<file path="src/design/plm_pkg.sv">
package plm_pkg;

  // Default sizing
  localparam int DEF_MAX_POINTS = 16;
  localparam int DEF_X_WIDTH    = 16;
  localparam int DEF_Y_WIDTH    = 24;

  // Breakpoint count in use after reset
  localparam int ACTIVE_RESET = 9;

  // Command carried in the input tuser
  localparam logic CMD_LOAD = 1'b0;
  localparam logic CMD_EVAL = 1'b1;

  // Result region codes
  localparam int REGION_W = 2;
  localparam logic [REGION_W-1:0] REGION_LOW    = 2'd0;
  localparam logic [REGION_W-1:0] REGION_HIGH   = 2'd1;
  localparam logic [REGION_W-1:0] REGION_EXACT  = 2'd2;
  localparam logic [REGION_W-1:0] REGION_INTERP = 2'd3;

  // Status from the multiply/divide unit
  typedef struct packed {
    logic busy;
    logic done;
  } md_stat_t;

endpackage

</file>
<file path="src/design/plm_muldiv.sv">
// Shared multiply then restoring divide: q = (dv * dy) / dx.
// Requires dv < dx, so the quotient fits in Y_WIDTH bits and
// only Y_WIDTH divide steps are needed.
module plm_muldiv #(
  parameter int X_WIDTH = plm_pkg::DEF_X_WIDTH,
  parameter int Y_WIDTH = plm_pkg::DEF_Y_WIDTH
) (
  input  logic                 clk,
  input  logic                 rst_n,
  input  logic                 start,
  input  logic [X_WIDTH-1:0]   dv,
  input  logic [Y_WIDTH-1:0]   dy,
  input  logic [X_WIDTH-1:0]   dx,
  output logic [Y_WIDTH-1:0]   quot,
  output plm_pkg::md_stat_t    stat
);
  import plm_pkg::*;

  localparam int ACC_W = X_WIDTH + Y_WIDTH;
  localparam int CNT_W = $clog2(Y_WIDTH + 1);

  typedef enum logic [1:0] {
    M_IDLE,
    M_MUL,
    M_DIV
  } md_state_t;

  md_state_t          state_r;
  logic [X_WIDTH-1:0] dv_r;
  logic [Y_WIDTH-1:0] dy_r;
  logic [X_WIDTH-1:0] dx_r;
  logic [ACC_W-1:0]   acc_r;
  logic [CNT_W-1:0]   cnt_r;
  logic               done_r;

  // One restoring divide step on the remainder half of acc
  logic [X_WIDTH:0]   trial;
  logic [X_WIDTH:0]   diff;
  logic [X_WIDTH-1:0] rem_new;
  logic               qbit;

  always_comb begin
    trial   = {acc_r[ACC_W-1:Y_WIDTH], acc_r[Y_WIDTH-1]};
    diff    = trial - {1'b0, dx_r};
    qbit    = (trial >= {1'b0, dx_r});
    rem_new = qbit ? diff[X_WIDTH-1:0] : trial[X_WIDTH-1:0];
  end

  always_ff @(posedge clk) begin
    if (!rst_n) begin
      state_r <= M_IDLE;
      done_r  <= 1'b0;
    end else begin
      done_r <= 1'b0;
      unique case (state_r)
        M_IDLE: begin
          if (start) begin
            dv_r    <= dv;
            dy_r    <= dy;
            dx_r    <= dx;
            state_r <= M_MUL;
          end
        end
        M_MUL: begin
          acc_r   <= ACC_W'(dv_r * dy_r);
          cnt_r   <= CNT_W'(Y_WIDTH);
          state_r <= M_DIV;
        end
        M_DIV: begin
          acc_r <= {rem_new, acc_r[Y_WIDTH-2:0], qbit};
          cnt_r <= cnt_r - 1'b1;
          if (cnt_r == CNT_W'(1)) begin
            done_r  <= 1'b1;
            state_r <= M_IDLE;
          end
        end
        default: state_r <= M_IDLE;
      endcase
    end
  end

  assign quot      = acc_r[Y_WIDTH-1:0];
  assign stat.busy = (state_r != M_IDLE);
  assign stat.done = done_r;

endmodule

</file>
<file path="src/design/piecewise_linear_map_unit.sv">
// Piecewise linear map with a breakpoint table of up to MAX_POINTS pairs.
// Input stream: tuser is the command (load or evaluate); tdata carries the
// slot index, breakpoint x and y, and the sample. A load writes one slot and
// gives no result. An evaluate gives one result on the output stream:
// mapped value and segment in tdata, region code in tuser.
// cfg_data sets the number of breakpoints in use; write it only when idle.
// An evaluate reads one table slot per cycle through the registered table
// read port: two reads for the end checks, one per step of the linear
// search, then the shared multiplier and restoring divider, a step to take
// the quotient and a step to load the output register. Clamped and exact
// cases skip the multiplier and divider. in_tready is low while an evaluate
// is in progress.
// The result sits in an output register. A stalled receiver holds it there;
// loads are still taken, but the next evaluate then waits for the register
// and in_tready stays low until the receiver takes the older result.
// Reset clears out_tvalid, returns the sequencer to idle and sets the active
// count to 9; table contents are undefined until loaded.
module piecewise_linear_map_unit #(
  parameter int MAX_POINTS = plm_pkg::DEF_MAX_POINTS,
  parameter int X_WIDTH    = plm_pkg::DEF_X_WIDTH,
  parameter int Y_WIDTH    = plm_pkg::DEF_Y_WIDTH,
  parameter int IDX_W      = $clog2(MAX_POINTS),
  parameter int AP_W       = $clog2(MAX_POINTS + 1),
  parameter int IN_W       = ((IDX_W + 2 * X_WIDTH + Y_WIDTH + 7) / 8) * 8,
  parameter int OUT_W      = ((Y_WIDTH + IDX_W + 7) / 8) * 8
) (
  input  logic                           clk,
  input  logic                           rst_n,
  // in_tdata: point_index, point_x, point_y, sample (low bits first)
  input  logic                           in_tvalid,
  output logic                           in_tready,
  input  logic [IN_W-1:0]                in_tdata,
  // in_tuser: cmd
  input  logic                           in_tuser,
  // out_tdata: mapped_value, segment (low bits first)
  output logic                           out_tvalid,
  input  logic                           out_tready,
  output logic [OUT_W-1:0]               out_tdata,
  // out_tuser: region
  output logic [plm_pkg::REGION_W-1:0]   out_tuser,
  input  logic                           cfg_valid,
  output logic                           cfg_ready,
  input  logic [AP_W-1:0]                cfg_data
);
  import plm_pkg::*;

  typedef enum logic [2:0] {
    S_IDLE,
    S_LO,
    S_HI,
    S_SRCH,
    S_MUL,
    S_DONE
  } state_t;

  // Input field positions
  localparam int PX_LO = IDX_W;
  localparam int PY_LO = PX_LO + X_WIDTH;
  localparam int SM_LO = PY_LO + Y_WIDTH;

  state_t             state_r;
  logic [AP_W-1:0]    active_points_r;
  logic [X_WIDTH-1:0] s_r;
  logic [IDX_W-1:0]   last_r;
  logic [IDX_W-1:0]   pos_r;
  logic [X_WIDTH-1:0] xlo_r;
  logic [Y_WIDTH-1:0] ylo_r;
  logic               neg_r;
  logic [Y_WIDTH-1:0] res_y_r;
  logic [IDX_W-1:0]   res_seg_r;
  logic [REGION_W-1:0] res_reg_r;
  logic               out_tvalid_r;
  logic [Y_WIDTH-1:0] out_y_r;
  logic [IDX_W-1:0]   out_seg_r;
  logic [REGION_W-1:0] out_reg_r;
  logic               out_load;

  // Breakpoint table, one write and one registered read per cycle
  logic [X_WIDTH-1:0] x_mem [MAX_POINTS];
  logic [Y_WIDTH-1:0] y_mem [MAX_POINTS];
  logic [X_WIDTH-1:0] rd_x_r;
  logic [Y_WIDTH-1:0] rd_y_r;
  logic [IDX_W-1:0]   rd_addr;

  // Input field views
  logic [IDX_W-1:0]   in_idx;
  logic [X_WIDTH-1:0] in_x;
  logic [Y_WIDTH-1:0] in_y;
  logic [X_WIDTH-1:0] in_s;
  logic               in_fire;
  logic               wr_en;

  assign in_idx  = in_tdata[IDX_W-1:0];
  assign in_x    = in_tdata[PX_LO +: X_WIDTH];
  assign in_y    = in_tdata[PY_LO +: Y_WIDTH];
  assign in_s    = in_tdata[SM_LO +: X_WIDTH];
  assign in_fire = in_tvalid && in_tready;
  assign wr_en   = in_fire && (in_tuser == CMD_LOAD) &&
                   ({1'b0, in_idx} < (IDX_W + 1)'(MAX_POINTS));

  // Clamped last active index
  logic [AP_W-1:0]  used_n;
  logic [IDX_W-1:0] last_idx;

  always_comb begin
    if (active_points_r < AP_W'(2)) begin
      used_n = AP_W'(2);
    end else if (active_points_r > AP_W'(MAX_POINTS)) begin
      used_n = AP_W'(MAX_POINTS);
    end else begin
      used_n = active_points_r;
    end
    last_idx = IDX_W'(used_n - AP_W'(1));
  end

  // Read address for the next cycle's compare
  always_comb begin
    rd_addr = '0;
    case (state_r)
      S_IDLE: rd_addr = '0;
      S_LO:   rd_addr = last_r;
      S_HI:   rd_addr = IDX_W'(1);
      S_SRCH: rd_addr = pos_r + 1'b1;
      default: rd_addr = '0;
    endcase
  end

  always_ff @(posedge clk) begin
    if (wr_en) begin
      x_mem[in_idx] <= in_x;
      y_mem[in_idx] <= in_y;
    end
    rd_x_r <= x_mem[rd_addr];
    rd_y_r <= y_mem[rd_addr];
  end

  // Shared multiply/divide
  logic               md_start;
  logic [X_WIDTH-1:0] md_dv;
  logic [X_WIDTH-1:0] md_dx;
  logic [Y_WIDTH-1:0] md_dy;
  logic               y_down;
  logic [Y_WIDTH-1:0] md_quot;
  md_stat_t           md_stat;
  logic               srch_more;

  assign srch_more = (pos_r < last_r) && (s_r > rd_x_r);
  assign y_down    = (rd_y_r < ylo_r);
  assign md_dv     = s_r - xlo_r;
  assign md_dx     = rd_x_r - xlo_r;
  assign md_dy     = y_down ? (ylo_r - rd_y_r) : (rd_y_r - ylo_r);
  assign md_start  = (state_r == S_SRCH) && !srch_more && (s_r != rd_x_r);

  plm_muldiv #(
    .X_WIDTH (X_WIDTH),
    .Y_WIDTH (Y_WIDTH)
  ) u_muldiv (
    .clk   (clk),
    .rst_n (rst_n),
    .start (md_start),
    .dv    (md_dv),
    .dy    (md_dy),
    .dx    (md_dx),
    .quot  (md_quot),
    .stat  (md_stat)
  );

  // Finished result moves into a free or freeing output register
  assign out_load = (state_r == S_DONE) && (!out_tvalid_r || out_tready);

  // Sequencer and output register
  always_ff @(posedge clk) begin
    if (!rst_n) begin
      state_r         <= S_IDLE;
      out_tvalid_r    <= 1'b0;
      active_points_r <= AP_W'(ACTIVE_RESET);
    end else begin
      if (cfg_valid && cfg_ready) begin
        active_points_r <= cfg_data;
      end
      if (out_load) begin
        out_tvalid_r <= 1'b1;
        out_y_r      <= res_y_r;
        out_seg_r    <= res_seg_r;
        out_reg_r    <= res_reg_r;
      end else if (out_tvalid_r && out_tready) begin
        out_tvalid_r <= 1'b0;
      end
      unique case (state_r)
        S_IDLE: begin
          if (in_fire && (in_tuser == CMD_EVAL)) begin
            s_r     <= in_s;
            last_r  <= last_idx;
            state_r <= S_LO;
          end
        end
        S_LO: begin
          if (s_r <= rd_x_r) begin
            res_y_r   <= rd_y_r;
            res_seg_r <= '0;
            res_reg_r <= REGION_LOW;
            state_r   <= S_DONE;
          end else begin
            xlo_r   <= rd_x_r;
            ylo_r   <= rd_y_r;
            state_r <= S_HI;
          end
        end
        S_HI: begin
          if (s_r >= rd_x_r) begin
            res_y_r   <= rd_y_r;
            res_seg_r <= last_r;
            res_reg_r <= REGION_HIGH;
            state_r   <= S_DONE;
          end else begin
            pos_r   <= IDX_W'(1);
            state_r <= S_SRCH;
          end
        end
        S_SRCH: begin
          if (srch_more) begin
            xlo_r <= rd_x_r;
            ylo_r <= rd_y_r;
            pos_r <= pos_r + 1'b1;
          end else if (s_r == rd_x_r) begin
            res_y_r   <= rd_y_r;
            res_seg_r <= pos_r;
            res_reg_r <= REGION_EXACT;
            state_r   <= S_DONE;
          end else begin
            neg_r     <= y_down;
            res_seg_r <= pos_r;
            res_reg_r <= REGION_INTERP;
            state_r   <= S_MUL;
          end
        end
        S_MUL: begin
          if (md_stat.done) begin
            res_y_r <= neg_r ? (ylo_r - md_quot) : (ylo_r + md_quot);
            state_r <= S_DONE;
          end
        end
        S_DONE: begin
          if (out_load) begin
            state_r <= S_IDLE;
          end
        end
        default: state_r <= S_IDLE;
      endcase
    end
  end

  assign in_tready  = (state_r == S_IDLE);
  assign cfg_ready  = 1'b1;
  assign out_tvalid = out_tvalid_r;
  assign out_tdata  = OUT_W'({out_seg_r, out_y_r});
  assign out_tuser  = out_reg_r;

`ifndef SYNTH
  // Divider runs only while the sequencer waits on it
  a_md_owned: assert property (@(posedge clk) disable iff (!rst_n)
    md_stat.busy |-> (state_r == S_MUL))
    else $error("divider busy outside multiply state");

  // A new result is only loaded from the done state
  a_out_src: assert property (@(posedge clk) disable iff (!rst_n)
    $rose(out_tvalid_r) |-> ($past(state_r) == S_DONE))
    else $error("result appeared without finishing an evaluate");

  // Search pointer stays within the active table
  a_pos_range: assert property (@(posedge clk) disable iff (!rst_n)
    (state_r == S_SRCH) |-> (pos_r <= last_r) && (pos_r != '0))
    else $error("search pointer out of range");

  // Exact and interpolated results never name slot zero
  a_seg_nz: assert property (@(posedge clk) disable iff (!rst_n)
    out_tvalid_r && ((out_reg_r == REGION_EXACT) || (out_reg_r == REGION_INTERP))
      |-> (out_seg_r != '0))
    else $error("inner region with segment zero");
`endif

endmodule

</file>
<file path="config.mk">
export PLATFORM = sky130hd
export DESIGN_NAME = piecewise_linear_map_unit
export DESIGN_NICKNAME = d
export VERILOG_FILES = /design/src/design/plm_pkg.sv /design/src/design/plm_muldiv.sv /design/src/design/piecewise_linear_map_unit.sv
export SDC_FILE = /design/constraint.sdc
export NUM_CORES = 2
export LEC_CHECK = 0
export BUFFER_PORTS_ARGS = -buffer_cell sky130_fd_sc_hd__buf_2
export CORE_MARGIN = 10
export CORE_UTILIZATION = 65
export CTS_BUF_LIST = sky130_fd_sc_hd__clkbuf_2 sky130_fd_sc_hd__clkbuf_4 sky130_fd_sc_hd__clkbuf_8
export DETAILED_ROUTE_END_ITERATION = 10
export GPL_TIMING_DRIVEN = 0
export PLACE_DENSITY_LB_ADDON = 0.3
export SLEW_MARGIN = 40
export SYNTH_ARGS = -nofsm -noshare
export SYNTH_HDL_FRONTEND = slang
export SYNTH_SLANG_ARGS = --single-unit
</file>
<file path="constraint.sdc">
create_clock -name clk -period 17.9 [get_ports clk]
set_input_delay 1.79 -clock clk [delete_from_list [all_inputs] [get_ports clk]]
set_output_delay 1.79 -clock clk [all_outputs]
set_load 0.01 [all_outputs]
</file>
After elaboration in Yosys (flattened, before gate mapping). Memory sizes are Yosys's and may differ from the RTL's. A register that Yosys moved wholly into a read port is not among the register bits. Cells that the tools add are included. Widths: inputs -> output; s select.

Add/sub/neg operators: 10. Multiply operators: 1. $lt $le $gt $ge: 8. Equality and inequality tests: 22. Multiplexer cells: 48. Bitwise operators: 3. Reduce and logical (&&, ||, !) cells: 31.

Operators by type and width (number): $mux 24 (9); $pmux 24 s4 (1); $pmux 40 s2 (1); $sub 24x24->24 (3); $mux 16 (3); $pmux 24 s2 (1); $sub 16x16->16 (3); $mul 16x24->40 (1); $pmux 16 s2 (1); $mux 4 (7); $add 24x24->24 (1); $lt 24x24->1 (1); $pmux 4 s3 (2); $mux 3 (6); $pmux 3 s6 (1); $ge 17x16->1 (1); $eq 16x16->1 (1); $ge 16x16->1 (1); $gt 16x16->1 (1); $le 16x16->1 (1); $ne 16x16->1 (1); $ne 2x2->1 const B (8); $reduce_and 4->1 (4); $pmux 2 s3 (2); 30 further kinds (62).

Bits in registers: 238. Bits in writable memories: 640. Bits of input ports: 75. Output and inout port bits: 37. Logic and storage cells: 147. Memories kept: 2.

Memories: y_mem (depth 16, bits a word 24, rd ports 1, clocked after memory_dff 1, wr ports 1, line piecewise_linear_map_unit.sv:80) `logic [Y_WIDTH-1:0] y_mem [MAX_POINTS];`; x_mem (depth 16, bits a word 16, rd ports 1, clocked after memory_dff 1, wr ports 1, line piecewise_linear_map_unit.sv:79) `logic [X_WIDTH-1:0] x_mem [MAX_POINTS];`.

Logic depth before layout (Yosys ltp).
Depth after elaboration: 7. Depth in mapped cells: 24.

Modules after synthesis. Synthesis repeated with hierarchy kept, for this count alone.

Cell total of the unflattened synthesis: 4078. Area, all modules: 52860.7 um^2.

Modules (own cells, without submodules): piecewise_linear_map_unit (times used 1, cells each 2224, area each 35442.7 um^2); plm_muldiv (times used 1, cells each 1854, area each 17418.0 um^2).

Worst setup path before layout. Ideal clock, no wire load.

Path type: in2reg. Start point: input port rst_n. End point: register xlo_r[0], enable pin. Library setup time: 0.653 ns. Data arrival time: 8.476 ns. Setup slack: 8.772 ns. Stages on the path: 3. Buffers on the path: 1. Cell sequence: clkbuf_1 > nand2_1 > a2111oi_0.

Cells in the longest elaborated chain, start to end: 1.

Ends and longest elaborated chain: start: declaration (line piecewise_linear_map_unit.sv:28) `input logic rst_n,`; $reduce_and 4->1 (no line); end signal: assignment (line piecewise_linear_map_unit.sv:204) `xlo_r <= rd_x_r;`; end signal: assignment (line piecewise_linear_map_unit.sv:222) `xlo_r <= rd_x_r;`; end: declaration (line piecewise_linear_map_unit.sv:66) `logic [X_WIDTH-1:0] xlo_r;`.

No other way between the ends. A chain may end at the register's enable or synchronous reset.

Final worst setup path.
Start point: register u_muldiv.dv_r[3]. End point: register u_muldiv.acc_r[32] (data pin).

Cells in the longest elaborated chain, start to end: 2.

Ends and longest elaborated chain: start: declaration (line plm_muldiv.sv:29) `logic [X_WIDTH-1:0] dv_r;`; start signal: assignment (line plm_muldiv.sv:58) `dv_r <= dv;`; $mul 16x24->40 (line plm_muldiv.sv:65) `acc_r <= ACC_W'(dv_r * dy_r);`; $pmux 40 s2 (line plm_muldiv.sv:55) `unique case (state_r)`; end signal: assignment (line plm_muldiv.sv:65); end signal: assignment (line plm_muldiv.sv:70) `acc_r <= {rem_new, acc_r[Y_WIDTH-2:0], qbit};`; end: declaration (line plm_muldiv.sv:32) `logic [ACC_W-1:0] acc_r;`.

No other way between the ends.

==> key figures <==
Routing
  • 1st-iter DRT viols: 3202
  • Post-DRT Antenna Nets: 0
  • Vias: around 34000
  • Average wire per standard cell: about 24 µm
  • Vias per cell: a little over 6
  • TritonRoute pass-1 iters: 6
  • Remaining routing DRC violations: 0
  • WL final: 133.9 mm

Critical path
  • Reg-to-reg endpoint: u_muldiv.acc_r[32]
  • Worst Path Max Fanout: 10
  • R2R cell count: 23
  • Crit Path Category: reg2reg
  • Data required time at the worst endpoint: between 15000 and 20000 ps
  • R2R Setup Slk: just over 10000 ps
  • WP data arrival: 8190 ps
  • Crit. End Element: flop
  • Reg2Reg Launch Point: u_muldiv.dv_r[3]
  • Startpoint types: flop

GRT
  • First-pass GRT wire length: between 200 and 250 mm
  • Overall Global Routing Usage: 29.04%
  • Initial antenna violation count: 8
  • Vias in the first global route: 35370
  • Largest net degree at the start of global routing: 40
  • Total congestion overflow: 0

Clocking
  • CTS tree: done
  • Post-CTS Setup Repair Bufs: 0
  • Cts hold-fix bufs: 0
  • H-Tree Depth: 4
  • CTS max path bufs: 3
  • CTS root buf: clkbuf_8
  • CTS buffer count: 135
  • Clk sinks: ~920
  • Clock latency on the worst-skew pair: just over 800 ps
  • Post-CTS Resized: 0
  • Worst-path clk slew: 60 ps

Power
  • Power Density: 125.2 nW/µm²
  • Pleak: 22.71 nW
  • Peak VDD IR: between 90 and 100 µV

Placement
  • IO buf count: 100
  • Placed Cells: 5272
  • Placed Area: 55560 µm²
  • RD Place Congestion: ~0.96
  • Post-DP HPWL: 99.98 mm

Finish
  • Commonest non-fill, non-tap cell in the layout: edfxtp_1
  • Layout cells sized above 1: between 10% and 20%
  • P&R area growth vs syn: 11.18%
  • Design area: 58370 µm²
  • Nets: about 5000
  • Most frequent cells in the layout: edfxtp_1, inv_1, nand2_1
  • Count of non-filler cells in the finished layout: 5517

Yosys
  • Number of enable flip-flop cells after synthesis: 866
  • Ys flop type: edfxtp_1
  • Avg Cell Area, Syn: approximately 13 µm²
  • Synth warnings: 0
  • Mapped Cells: 4027
  • Ys async rst share: 0%
  • Seq/Total Area, Yosys: between 50% and 60%
  • Post-synthesis cell type count: between 80 and 90
  • #FFs+latches synth: 918
  • Synth Cell Area: 52500 µm²

Timing
  • Fmax: 130.4 MHz
  • Max-slew headroom: approximately two fifths
  • RSZ-0062 raised after global routing: false
  • Final Hold Viols: 0
  • Setup TNS: 0 ps
  • Clk_skew: roughly 46 ps
  • Post-route minimum period: about 7700 ps
  • Final worst path period share: between 40% and 50%
  • Setup violators final: 0
  • Max-slew violations: 0
  • Worst-Margin Slew: 878.6 ps

Floorplanning
  • Die width: 304.2 µm
  • Core area: about 80000 µm²
  • Die Ht: around 300 µm
  • Core Rows: roughly 100
  • Ports: 112
  • Initial Utilization: ~65%
  • Die area: 92530 µm²

Hold path
  • Worst hold path cell count: 0
  • Hold path endpoint: out_y_r[12]
  • Hold Path Origin: res_y_r[12]
  • Worst hold path class: reg2reg

Job
  • Max-Cap Viols: 0

Outcome
  • Outcome: finished, final reports clean
[synthesized netlist by cell type (39+ instances only)]
cell type,number,area [µm²]
a211oi_1,53,397.9
a21o_1,45,337.8
a21oi_1,124,620.6
a31oi_1,60,375.4
and2_1,213,1333
clkbuf_1,116,435.4
dfxtp_1,52,1041
edfxtp_1,866,26000
fa_1,312,6246
ha_1,255,3191
inv_1,499,1873
mux4_2,160,3603
nand2_1,461,1730
nor2_1,128,480.5
nor3_1,47,235.2
o21ai_0,120,600.6
xnor2_1,92,805.8
xor2_1,39,341.6
[area by class of cell]
cell class | instances | area [µm²]
sequential | 918 | 27050
tap | 1060 | 1326
timing repair buffer | 182 | 1590
inverter | 500 | 1884
buffer | 156 | 650.6
fill | 5028 | 21920
clock buffer | 192 | 2386
antenna | 3 | 7.507
multi-input combinational | 2456 | 23080
clock inverter | 50 | 392.9
[stage by stage]
stage          utilization (%)  hold WS, ps  total power [mW]  setup slack, ps
2_1_floorplan                -        400.3             4.731             8772
3_3_place_gp             67.68        402.2             5.482             4610
3_5_place_dp             69.21        404.5             5.569            10310
4_1_cts                  72.67        421.0             7.303            10280
5_1_grt                  72.70        432.0             7.717             9933
6_report                 72.70        420.5             7.309            10230
[cells by family (layout without fill, tap and decap cells)]
logic type | Yosys count | count (layout) | share of synthesized area [%]
simple gates | 1010 | 1010 | 9.135
mux | 199 | 199 | 7.641
buf+inv | 656 | 1080 | 4.807
xor+xnor | 131 | 131 | 2.186
flops | 918 | 918 | 51.52
other cells | 2 | 8 | 0.01431
fa+ha+maj | 567 | 567 | 17.98
compound gates | 544 | 544 | 6.723
[critical path, cell delays in order, from the launching register on]
cell and delay (ps):
edfxtp_1 640, clkbuf_1 600, nand2_1 150, fa_1 510, inv_1 50, fa_1 530, inv_1 60, fa_1 510
inv_1 60, fa_1 470, fa_1 530, inv_1 60, fa_1 500, inv_1 60, ha_1 390, and3_1 210
and2_1 190, nand2_1 110, nor4_1 730, nor4_1 280, nor2_1 310, a31oi_1 140, xnor2_1 210, mux2i_1 100
[where the power goes]
group | leakage, nW | internal [mW] | switching, mW
registers | 8.24 | 2.60 | 0.0997
logic | 13.0 | 1.15 | 1.73
clock network | 1.47 | 0.926 | 0.806
total | 22.7 | 4.67 | 2.63
[worst max-delay path by stage]
stage | endpoint | slack [ps] | from
detailed placement | u_muldiv.acc_r[32] | 10310 | u_muldiv.dv_r[3]
global placement | ylo_r[1] | 4610 | rst_n
finish | u_muldiv.acc_r[32] | 10230 | u_muldiv.dv_r[3]
CTS | u_muldiv.acc_r[32] | 10280 | u_muldiv.dv_r[3]
global route | u_muldiv.acc_r[32] | 9930 | u_muldiv.dv_r[7]
floorplan | xlo_r[0] | 8770 | rst_n
[layer usage]
layer	vias up	share of wire (%)	GRT usage, %
met4	10	4.6	13.47
li1	14860	-	-
met1	16870	37	35.37
met5	-	0.041	0
met3	393	8.1	5.889
met2	1793	51	49.49
[state kept, by name (all words and copies together) (netlist names), 3 cells and up]
name / cells
active_points_r: 5
last_r: 4
out_seg_r: 4
out_y_r: 24
pos_r: 4
rd_x_r: 16
rd_y_r: 24
res_seg_r: 4
res_y_r: 24
s_r: 16
state_r: 3
u_muldiv.acc_r: 40
u_muldiv.cnt_r: 5
u_muldiv.dv_r: 16
u_muldiv.dx_r: 16
u_muldiv.dy_r: 24
x_mem: 256
xlo_r: 16
y_mem: 384
ylo_r: 24
(Power assumes the default switching activity.)
